File: config.mk
export PLATFORM = sky130hd
export DESIGN_NAME = ebml_element_header_encoder_flat
export DESIGN_NICKNAME = d
export VERILOG_FILES = /design/src/hw/rtl/ebml_pkg.sv /design/src/hw/rtl/ebml_hdr_in_if.sv /design/src/hw/rtl/ebml_byte_out_if.sv /design/src/hw/rtl/ebml_ser.sv /design/src/hw/rtl/ebml_element_header_encoder.sv /design/src/flat_wrapper.sv
export SDC_FILE = /design/constraint.sdc
export NUM_CORES = 1
export LEC_CHECK = 0
export BUFFER_PORTS_ARGS = -buffer_cell sky130_fd_sc_hd__buf_2
export CORE_MARGIN = 10
export CORE_UTILIZATION = 54
export DETAILED_ROUTE_END_ITERATION = 16
export GPL_ROUTABILITY_DRIVEN = 0
export PLACE_DENSITY = 0.74
export SKIP_LAST_GASP = 1
export SYNTH_ARGS = -nofsm -noshare
export SYNTH_HDL_FRONTEND = slang
export SYNTH_HIERARCHICAL = 1
export SYNTH_SLANG_ARGS = --single-unit
export TNS_END_PERCENT = 30
File: constraint.sdc
create_clock -name clk -period 10.3 [get_ports clk]
set_input_delay 0.515 -clock clk [delete_from_list [all_inputs] [get_ports clk]]
set_output_delay 0.515 -clock clk [all_outputs]
set_load 0.005 [all_outputs]
File: src/hw/rtl/ebml_pkg.sv
`timescale 1ns / 1ps
// ----------------------------------------------------------------------------
// EBML header encoder package
// Shared widths, constants and the header record handed to the serializer.
// ----------------------------------------------------------------------------
package ebml_pkg;

	localparam int ID_W       = 32;
	localparam int SIZE_W     = 56;
	localparam int FLEN_W     = 4;
	localparam int GROUP_BITS = 7;
	localparam int MAX_BYTES  = 8;
	localparam int VINT_W     = 64;

	typedef struct packed {
		logic [ID_W-1:0]   id;
		logic [VINT_W-1:0] vint;
		logic [2:0]        idn;
		logic [3:0]        len;
		logic [3:0]        total;
		logic              ovf;
	} hdr_t;

endpackage

File: src/hw/rtl/ebml_hdr_in_if.sv
`timescale 1ns / 1ps
// ----------------------------------------------------------------------------
// Element header request channel
// Valid/ready channel carrying element ID, data size and forced length.
// ----------------------------------------------------------------------------
interface ebml_hdr_in_if;
	logic                            valid;
	logic                            ready;
	logic [ebml_pkg::ID_W-1:0]       element_id;
	logic [ebml_pkg::SIZE_W-1:0]     data_size;
	logic [ebml_pkg::FLEN_W-1:0]     forced_length;

	modport source (output valid, element_id, data_size, forced_length, input ready);
	modport sink   (input valid, element_id, data_size, forced_length, output ready);
endinterface

File: src/hw/rtl/ebml_byte_out_if.sv
`timescale 1ns / 1ps
// ----------------------------------------------------------------------------
// Header byte channel
// Valid/ready channel carrying one encoded header byte per transfer.
// ----------------------------------------------------------------------------
interface ebml_byte_out_if;
	logic       valid;
	logic       ready;
	logic [7:0] out_byte;
	logic       last_byte;
	logic [3:0] header_length;
	logic       size_overflow;

	modport source (output valid, out_byte, last_byte, header_length, size_overflow,
		input ready);
	modport sink   (input valid, out_byte, last_byte, header_length, size_overflow,
		output ready);
endinterface

File: src/hw/rtl/ebml_ser.sv
`timescale 1ns / 1ps
// ----------------------------------------------------------------------------
// EBML header serializer
// Holds one encoded header and sends it one byte per transfer, ID first.
// ----------------------------------------------------------------------------
module ebml_ser (
	input  logic                  clk,
	input  logic                  arst_n,
	input  logic                  hdr_valid,
	input  ebml_pkg::hdr_t        hdr,
	output logic                  hdr_take,
	ebml_byte_out_if.source       result
);

	logic           busy_q;
	logic [3:0]     k_q;
	ebml_pkg::hdr_t h_q;

	logic       last;
	logic       xfer;
	logic       is_id;
	logic [3:0] id_ix;
	logic [3:0] v_ix;

	always_comb begin
		last     = (k_q + 4'd1) == h_q.total;
		xfer     = busy_q && result.ready;
		hdr_take = !busy_q || (xfer && last);
		is_id    = k_q < {1'b0, h_q.idn};
		id_ix    = {1'b0, h_q.idn} - 4'd1 - k_q;
		v_ix     = h_q.total - 4'd1 - k_q;
	end

	always_ff @(posedge clk or negedge arst_n) begin
		if (!arst_n) begin
			busy_q <= 1'b0;
			k_q    <= 4'd0;
		end else if (hdr_take) begin
			busy_q <= hdr_valid;
			k_q    <= 4'd0;
		end else if (xfer) begin
			k_q <= k_q + 4'd1;
		end
	end

	always_ff @(posedge clk) begin
		if (hdr_take && hdr_valid) begin
			h_q <= hdr;
		end
	end

	always_comb begin
		result.valid         = busy_q;
		result.last_byte     = last;
		result.header_length = h_q.total;
		result.size_overflow = h_q.ovf;
		if (is_id) begin
			result.out_byte = h_q.id[8*id_ix[1:0] +: 8];
		end else begin
			result.out_byte = h_q.vint[8*v_ix[2:0] +: 8];
		end
	end

endmodule

File: src/hw/rtl/ebml_element_header_encoder.sv
`timescale 1ns / 1ps
// ----------------------------------------------------------------------------
// EBML element header encoder
// Turns an element ID and data size into the byte stream of its header.
// ----------------------------------------------------------------------------
// A request passes three register stages (input capture, size+1 and ID byte
// count, vint length and marker) and then a serializer that sends the header
// one byte per cycle while the byte channel is ready: a header of N bytes (2 to
// 12, ID bytes plus size length) holds the byte-wide output until its last
// byte is taken, and the next header is loaded at the same edge as that last
// byte. A request is registered in the capture, size+1 and encoded-header
// stages and then in the serializer. A forced length of zero picks the
// shortest size field, lengths above eight count as eight, and size_overflow
// is flagged on every byte when the size does not fit the chosen length.
module ebml_element_header_encoder (
	input  logic             clk,
	input  logic             arst_n,
	ebml_hdr_in_if.sink      item,
	ebml_byte_out_if.source  result
);

	// stage 1: capture
	logic                            v_s1;
	logic [ebml_pkg::ID_W-1:0]       id_s1;
	logic [ebml_pkg::SIZE_W-1:0]     size_s1;
	logic [ebml_pkg::FLEN_W-1:0]     flen_s1;

	// stage 2: size+1, ID byte count
	logic                            v_s2;
	logic [ebml_pkg::ID_W-1:0]       id_s2;
	logic [ebml_pkg::SIZE_W-1:0]     size_s2;
	logic [ebml_pkg::SIZE_W:0]       sizep1_s2;
	logic [2:0]                      idn_s2;
	logic [ebml_pkg::FLEN_W-1:0]     flen_s2;

	// stage 3: encoded header
	logic                            v_s3;
	ebml_pkg::hdr_t                  hdr_s3;

	logic       rdy1, rdy2, rdy3;
	logic       take;
	logic [2:0] idn_c;
	logic [3:0] need;
	logic [3:0] flen_c;
	logic [3:0] len_c;
	ebml_pkg::hdr_t hdr_c;

	assign rdy3       = !v_s3 || take;
	assign rdy2       = !v_s2 || rdy3;
	assign rdy1       = !v_s1 || rdy2;
	assign item.ready = rdy1;

	always_comb begin
		if (id_s1[31:24] != 8'd0) begin
			idn_c = 3'd4;
		end else if (id_s1[23:16] != 8'd0) begin
			idn_c = 3'd3;
		end else if (id_s1[15:8] != 8'd0) begin
			idn_c = 3'd2;
		end else begin
			idn_c = 3'd1;
		end
	end

	always_comb begin
		need = 4'd1;
		for (int n = 1; n <= ebml_pkg::MAX_BYTES; n++) begin
			if ((sizep1_s2 >> (ebml_pkg::GROUP_BITS * n)) != '0) begin
				need = 4'(n + 1);
			end
		end
		flen_c = (flen_s2 == 4'd0) ? need : flen_s2;
		len_c  = (flen_c > 4'(ebml_pkg::MAX_BYTES)) ? 4'(ebml_pkg::MAX_BYTES) : flen_c;
		hdr_c.id    = id_s2;
		hdr_c.vint  = {{(ebml_pkg::VINT_W-ebml_pkg::SIZE_W){1'b0}}, size_s2}
			| (64'd1 << (ebml_pkg::GROUP_BITS * len_c));
		hdr_c.idn   = idn_s2;
		hdr_c.len   = len_c;
		hdr_c.total = {1'b0, idn_s2} + len_c;
		hdr_c.ovf   = need > len_c;
	end

	always_ff @(posedge clk or negedge arst_n) begin
		if (!arst_n) begin
			v_s1 <= 1'b0;
			v_s2 <= 1'b0;
			v_s3 <= 1'b0;
		end else begin
			if (rdy1) v_s1 <= item.valid;
			if (rdy2) v_s2 <= v_s1;
			if (rdy3) v_s3 <= v_s2;
		end
	end

	always_ff @(posedge clk) begin
		if (rdy1 && item.valid) begin
			id_s1   <= item.element_id;
			size_s1 <= item.data_size;
			flen_s1 <= item.forced_length;
		end
		if (rdy2 && v_s1) begin
			id_s2     <= id_s1;
			size_s2   <= size_s1;
			sizep1_s2 <= {1'b0, size_s1} + 57'd1;
			idn_s2    <= idn_c;
			flen_s2   <= flen_s1;
		end
		if (rdy3 && v_s2) begin
			hdr_s3 <= hdr_c;
		end
	end

	ebml_ser u_ser (
		.clk       (clk),
		.arst_n    (arst_n),
		.hdr_valid (v_s3),
		.hdr       (hdr_s3),
		.hdr_take  (take),
		.result    (result)
	);

`ifndef SYNTHESIS
	a_hdr_shape: assert property (@(posedge clk) disable iff (!arst_n)
		v_s3 |-> (hdr_s3.len >= 4'd1 && hdr_s3.len <= 4'd8
			&& hdr_s3.total == {1'b0, hdr_s3.idn} + hdr_s3.len))
		else $error("encoded header length inconsistent");
	a_out_len: assert property (@(posedge clk) disable iff (!arst_n)
		result.valid |-> (result.header_length >= 4'd2 && result.header_length <= 4'd12))
		else $error("header length out of range");
	a_stall: assert property (@(posedge clk) disable iff (!arst_n)
		!item.ready |-> (v_s1 && v_s2 && v_s3 && !take))
		else $error("input stalled with room in the pipeline");
	a_load: assert property (@(posedge clk) disable iff (!arst_n)
		(v_s3 && take) |=> result.valid)
		else $error("header taken but no byte presented");
`endif

endmodule
File: src/flat_wrapper.sv
// flat-port wrapper written by rule: the top's interface ports become plain ports
module ebml_element_header_encoder_flat 
  (clk, arst_n, item_valid, item_element_id, item_data_size, item_forced_length, item_ready, result_valid, result_out_byte, result_last_byte, result_header_length, result_size_overflow, result_ready);
  ebml_hdr_in_if item_i ();
  ebml_byte_out_if result_i ();
  input  logic clk;
  input  logic arst_n;
  input wire logic [$bits(item_i.valid)-1:0] item_valid;
  input wire logic [$bits(item_i.element_id)-1:0] item_element_id;
  input wire logic [$bits(item_i.data_size)-1:0] item_data_size;
  input wire logic [$bits(item_i.forced_length)-1:0] item_forced_length;
  output wire logic [$bits(item_i.ready)-1:0] item_ready;
  output wire logic [$bits(result_i.valid)-1:0] result_valid;
  output wire logic [$bits(result_i.out_byte)-1:0] result_out_byte;
  output wire logic [$bits(result_i.last_byte)-1:0] result_last_byte;
  output wire logic [$bits(result_i.header_length)-1:0] result_header_length;
  output wire logic [$bits(result_i.size_overflow)-1:0] result_size_overflow;
  input wire logic [$bits(result_i.ready)-1:0] result_ready;
  assign item_i.valid = item_valid;
  assign item_i.element_id = item_element_id;
  assign item_i.data_size = item_data_size;
  assign item_i.forced_length = item_forced_length;
  assign item_ready = item_i.ready;
  assign result_valid = result_i.valid;
  assign result_out_byte = result_i.out_byte;
  assign result_last_byte = result_i.last_byte;
  assign result_header_length = result_i.header_length;
  assign result_size_overflow = result_i.size_overflow;
  assign result_i.ready = result_ready;
  ebml_element_header_encoder u_core (.clk(clk), .arst_n(arst_n), .item(item_i), .result(result_i));
endmodule
Word-level counts from Yosys, hierarchy flattened
Index checks and enable logic that the tools add are counted.
Cells by class
  $add $sub $neg: 7
  multiply operators: 1
  $lt $le $gt $ge: 3
  equal/unequal tests: 1
  shifts and indexed selects: 3
  mux-type cells: 15
  bitwise gates (word level): 1
  reduce and logical (&&, ||, !) cells: 26
Operators with widths (number)
  nonzero test 57 bit: 7
  bitwise OR 56 x 64 -> 64 bit: 1
  variable part select 64 x 7 -> 8 bit: 1
  << shifter 1 x 7 -> 64 bit, first input constant: 1
  adder 56 x 1 -> 57 bit, second input constant: 1
  two-way mux 4 bit: 11
  variable part select 32 x 6 -> 8 bit: 1
  nonzero test 8 bit: 3
  two-way mux 8 bit: 1
  multiplier 3 x 4 -> 7 bit, first input constant: 1
  logical AND 1 bit: 6
  two-way mux 2 bit: 3
  adder 3 x 4 -> 4 bit: 1
  adder 4 x 1 -> 4 bit, second input constant: 1
  == test 4 bit: 1
  greater-than comparator 4 bit: 1
  greater-than comparator 4 bit, second input constant: 1
  zero test 1 bit: 4
  zero test 4 bit: 1
  logical OR 1 bit: 4
  < comparator 4 x 3 -> 1 bit: 1
  subtractor 3 x 1 -> 3 bit, second input constant: 1
  subtractor 3 bit: 1
  nonzero test 2 bit: 1
  2 further kinds: 2
Storage, ports and cells
  flip-flop bits (word level): 460
  output and inout port bits: 16
  word-level logic and storage cells: 80

Longest topological paths before layout
  depth after elaboration: 15
  gate-level depth with buffers: 12
  depth with buffers taken out: 12

Cells and area by module
Netlist, hierarchy kept.
By module, submodules not included
  ebml_element_header_encoder: instances 1, cells an instance 592, area each 11966.5 µm²
  ebml_ser: instances 1, cells an instance 201, area each 4404.2 µm²

Least setup slack after synthesis
OpenSTA, ideal clock, no wires.
  path type: flip-flop to flip-flop
  start: reg u_core.u_ser.k_q[0]
  end: reg u_core/u_ser/h_q[100] (netlist bit) (enable)
  setup time: 0.725 ns
  arrival: 8.837 ns
  required time: 9.575 ns
  setup slack: 0.738 ns
  stages on the path, launching flop included: 8
  path buffers: 2
  cells stage by stage: dfrtp_1 -> inv_1 -> ha_1 -> buf_6 -> buf_12 -> nor2_1 -> nand4_1 -> a21boi_0
On the way
  longest elaborated chain between the ends: 5
RTL lines
  from (decl): line ebml_ser.sv:16  | logic [3:0] k_q;
  from (signal assigned): line ebml_ser.sv:42  | k_q <= k_q + 4'd1;
  adder 4 x 1 -> 4 bit: line ebml_ser.sv:26  | last = (k_q + 4'd1) == h_q.total;
  == test 4 bit: line ebml_ser.sv:26
  logical AND 1 bit: line ebml_ser.sv:28  | hdr_take = !busy_q || (xfer && last);
  logical OR 1 bit: line ebml_ser.sv:28
  logical AND 1 bit: line ebml_ser.sv:47  | if (hdr_take && hdr_valid) begin
  to (signal assigned): line ebml_ser.sv:48  | h_q <= hdr;
  to (decl): line ebml_ser.sv:17  | ebml_pkg::hdr_t h_q;
No other way between the ends.
A chain may end at the register's enable or synchronous reset.

Final worst setup path
  start: reg u_core.u_ser.k_q[0]
  end: reg u_core/sizep1_s2[36] (netlist bit) (enable)
On the way
  longest elaborated chain between the ends: 7
RTL lines
  adder 4 x 1 -> 4 bit: line ebml_ser.sv:26
  == test 4 bit: line ebml_ser.sv:26
  logical AND 1 bit: line ebml_ser.sv:28
  logical OR 1 bit: line ebml_ser.sv:28
  via u_core.take: line ebml_element_header_encoder.sv:41  | logic take;
  logical OR 1 bit: line ebml_element_header_encoder.sv:48  | assign rdy3 = !v_s3 || take;
  logical OR 1 bit: line ebml_element_header_encoder.sv:49  | assign rdy2 = !v_s2 || rdy3;
  logical AND 1 bit: line ebml_element_header_encoder.sv:101  | if (rdy2 && v_s1) begin
  to (signal assigned): line ebml_element_header_encoder.sv:104  | sizep1_s2 <= {1'b0, size_s1} + 57'd1;
  to (decl): line ebml_element_header_encoder.sv:32  | logic [ebml_pkg::SIZE_W:0] sizep1_s2;
The timed path passes the listed nets, and every way through them passes these cells.

==> flow_summary.toml <==
[status]
outcome = "finished, final reports clean"

[clocking]
post-cts-setup-buffers = 0
h-tree-depth = 2
cts_tree = "built"
numCtsBuffers = 43
root_buffer = "clkbuf_16"
clock_sinks = 447
clk_latency_ps = 530
cts.path.max_buffers = 3
clkTransAtPathRegs_ps = 60

[cells_and_area]
layout-drive-gt1-share = 0.2536
final_common_cell = "edfxtp_1"
finalNetCount = 1053
final_core_util = 0.6319
nFillCells = 2055
mostFrequentLayoutCells = "439 x edfxtp_1, 111 x buf_2, 44 x clkbuf_16"
fin_area_um2 = 18730
num_antenna_cells = 0
area_delta_synth_final_pct = 15.25

[sta]
skew_ps = 15.16
rsz0062_at_grt = "false"
finalHoldViolations = 0
clock.fmax_mhz = 250.9
worst_pin_slew_ps = 1003
timing.setup.tns_ps = 0
slew_headroom = 0.3297
drv_slew = 0
setup_violations = 0
period_share = 0.3869
period_minus_slack_ps = 3985

[global_route]
grt_pass1_wl_um = 42080
grt_start_max_net_pins = 81
grt_antenna_before_repair = 0
grt_pass1_vias = 7387
grt.total_usage = 0.1421
grt_overflow = 0

[die]
die_h_um = 193.5
io_pins = 112
die_w_um = 193.5
core_um2 = 29640
fp.dieArea_um2 = 37430
rows = 63
initial_core_util = 0.5483

[drt]
ant_nets = 0
drtIter0Drc = 531
drc = 0
via_per_inst = 5.340
totalWireLength_um = 27300
vias = 7284
wl_per_cell_um = 20.02
dr.pass1.iters = 7

[critical_path]
worstSetupEndpointType = "flop"
cp-start-kind = "flop"
path_class = "reg -> reg"
cp_data_arrival_time_ps = 4120
cp_max_fo = 80
cp.required_ps = 10440

[min_path]
hold_path_class = "in -> reg"

[power]
ir_worst_vdd_uv = 147.8
powerDensity_nw_per_um2 = 256.1
p_leak_nw = 6.251

[placement]
io_buffers = 111
place_area_um2 = 17260
hpwl_um = 18890

[run]
maxCapViolCount = 0

[synthesis]
syn_area_um2 = 16250
syn_area_per_cell_um2 = 20.60
syn_inst = 789
synth.yosys.warnings = 6
[cell type report]
class,count,area (um^2),area share
clock buffers,51,1157,0.06180
flip-flops and latches,447,13380,0.7146
multi-input cells,315,2724,0.1454
repair buffers,117,603.1,0.03220
inverters,18,67.56,0.003608
clock inverters,26,305.3,0.01630
well taps,390,488.0,0.02606
[report_power, final]
part / total (mW) / switching [mW] / leakage (nW) / internal (mW)
combinational: 0.749 / 0.416 / 1.49 / 0.333
clock: 1.58 / 0.628 / 0.717 / 0.956
sequential: 2.46 / 0.112 / 4.04 / 2.35
total: 4.80 / 1.16 / 6.25 / 3.64
[critical path, stage by stage (launching register included)]
cell and delay [ps]:
dfrtp_1 390, inv_1 100, ha_1 630, nor2_1 270
nand4_1 220, nand2_1 140, nor2b_1 60, nand2_1 90
and2_4 750, buf_4 870
[through the flow]
step           hold slack, ps  power [mW]  instances  setup slack [ps]
2_1_floorplan           219.4       3.029        795             738.0
3_3_place_gp            374.0       3.240       1286              6324
3_5_place_dp            376.3       3.260       1286              6248
4_1_cts                 139.0       4.851       1364              6234
5_1_grt                 136.2       5.001       1364              5885
6_report                157.8       4.795       1364              6315
[worst paths after layout]
| check | from | to | slack (ps) | cells past startpoint |
|---|---|---|---|---|
| worst max-delay path | u_core/u_ser/k_q[0] | u_core/sizep1_s2[36] | 6310 | 9 |
| worst min-delay path | item_element_id[0] | u_core/id_s1[0] | 160 | 1 |
| worst max register to register | u_core/u_ser/k_q[0] | u_core/sizep1_s2[36] | 6310 | 9 |
| worst min register to register | u_core/id_s2[12] | u_core/hdr_s3[88] | 410 | 0 |
| max in group asynchronous | arst_n | u_core/v_s2 | 9720 | 2 |
| min in group asynchronous | arst_n | u_core/u_ser/k_q[2] | 410 | 2 |
[flip-flops by register name (all words and copies together) (netlist names)]
name,cells
u_core/v_s1,1
u_core/sizep1_s2,50
u_core/v_s3,1
u_core/idn_s2,3
u_core/flen_s1,4
u_core/u_ser/result.header_length,4
u_core/id_s1,32
u_core/u_ser/result.size_overflow,1
u_core/id_s2,32
u_core/u_ser/k_q,4
u_core/flen_s2,4
u_core/size_s2,56
u_core/v_s2,1
u_core/u_ser/h_q,99
u_core/u_ser/result.valid,1
u_core/size_s1,56
u_core/hdr_s3,98
[per-layer routing]
metal	share of wire	vias up	GRT usage
met5	0	-	0
met4	0.018	0	0.03805
met3	0.059	47	0.02784
met2	0.48	227	0.2214
met1	0.45	3574	0.2016
li1	-	3436	-
[timing repair]
item                      in CTS  in global routing
hold endpoints to repair       8                  0
gates resized for setup        0                  0
hold buffers                   1                  0
Note: power is estimated with default switching activity, not from simulation.
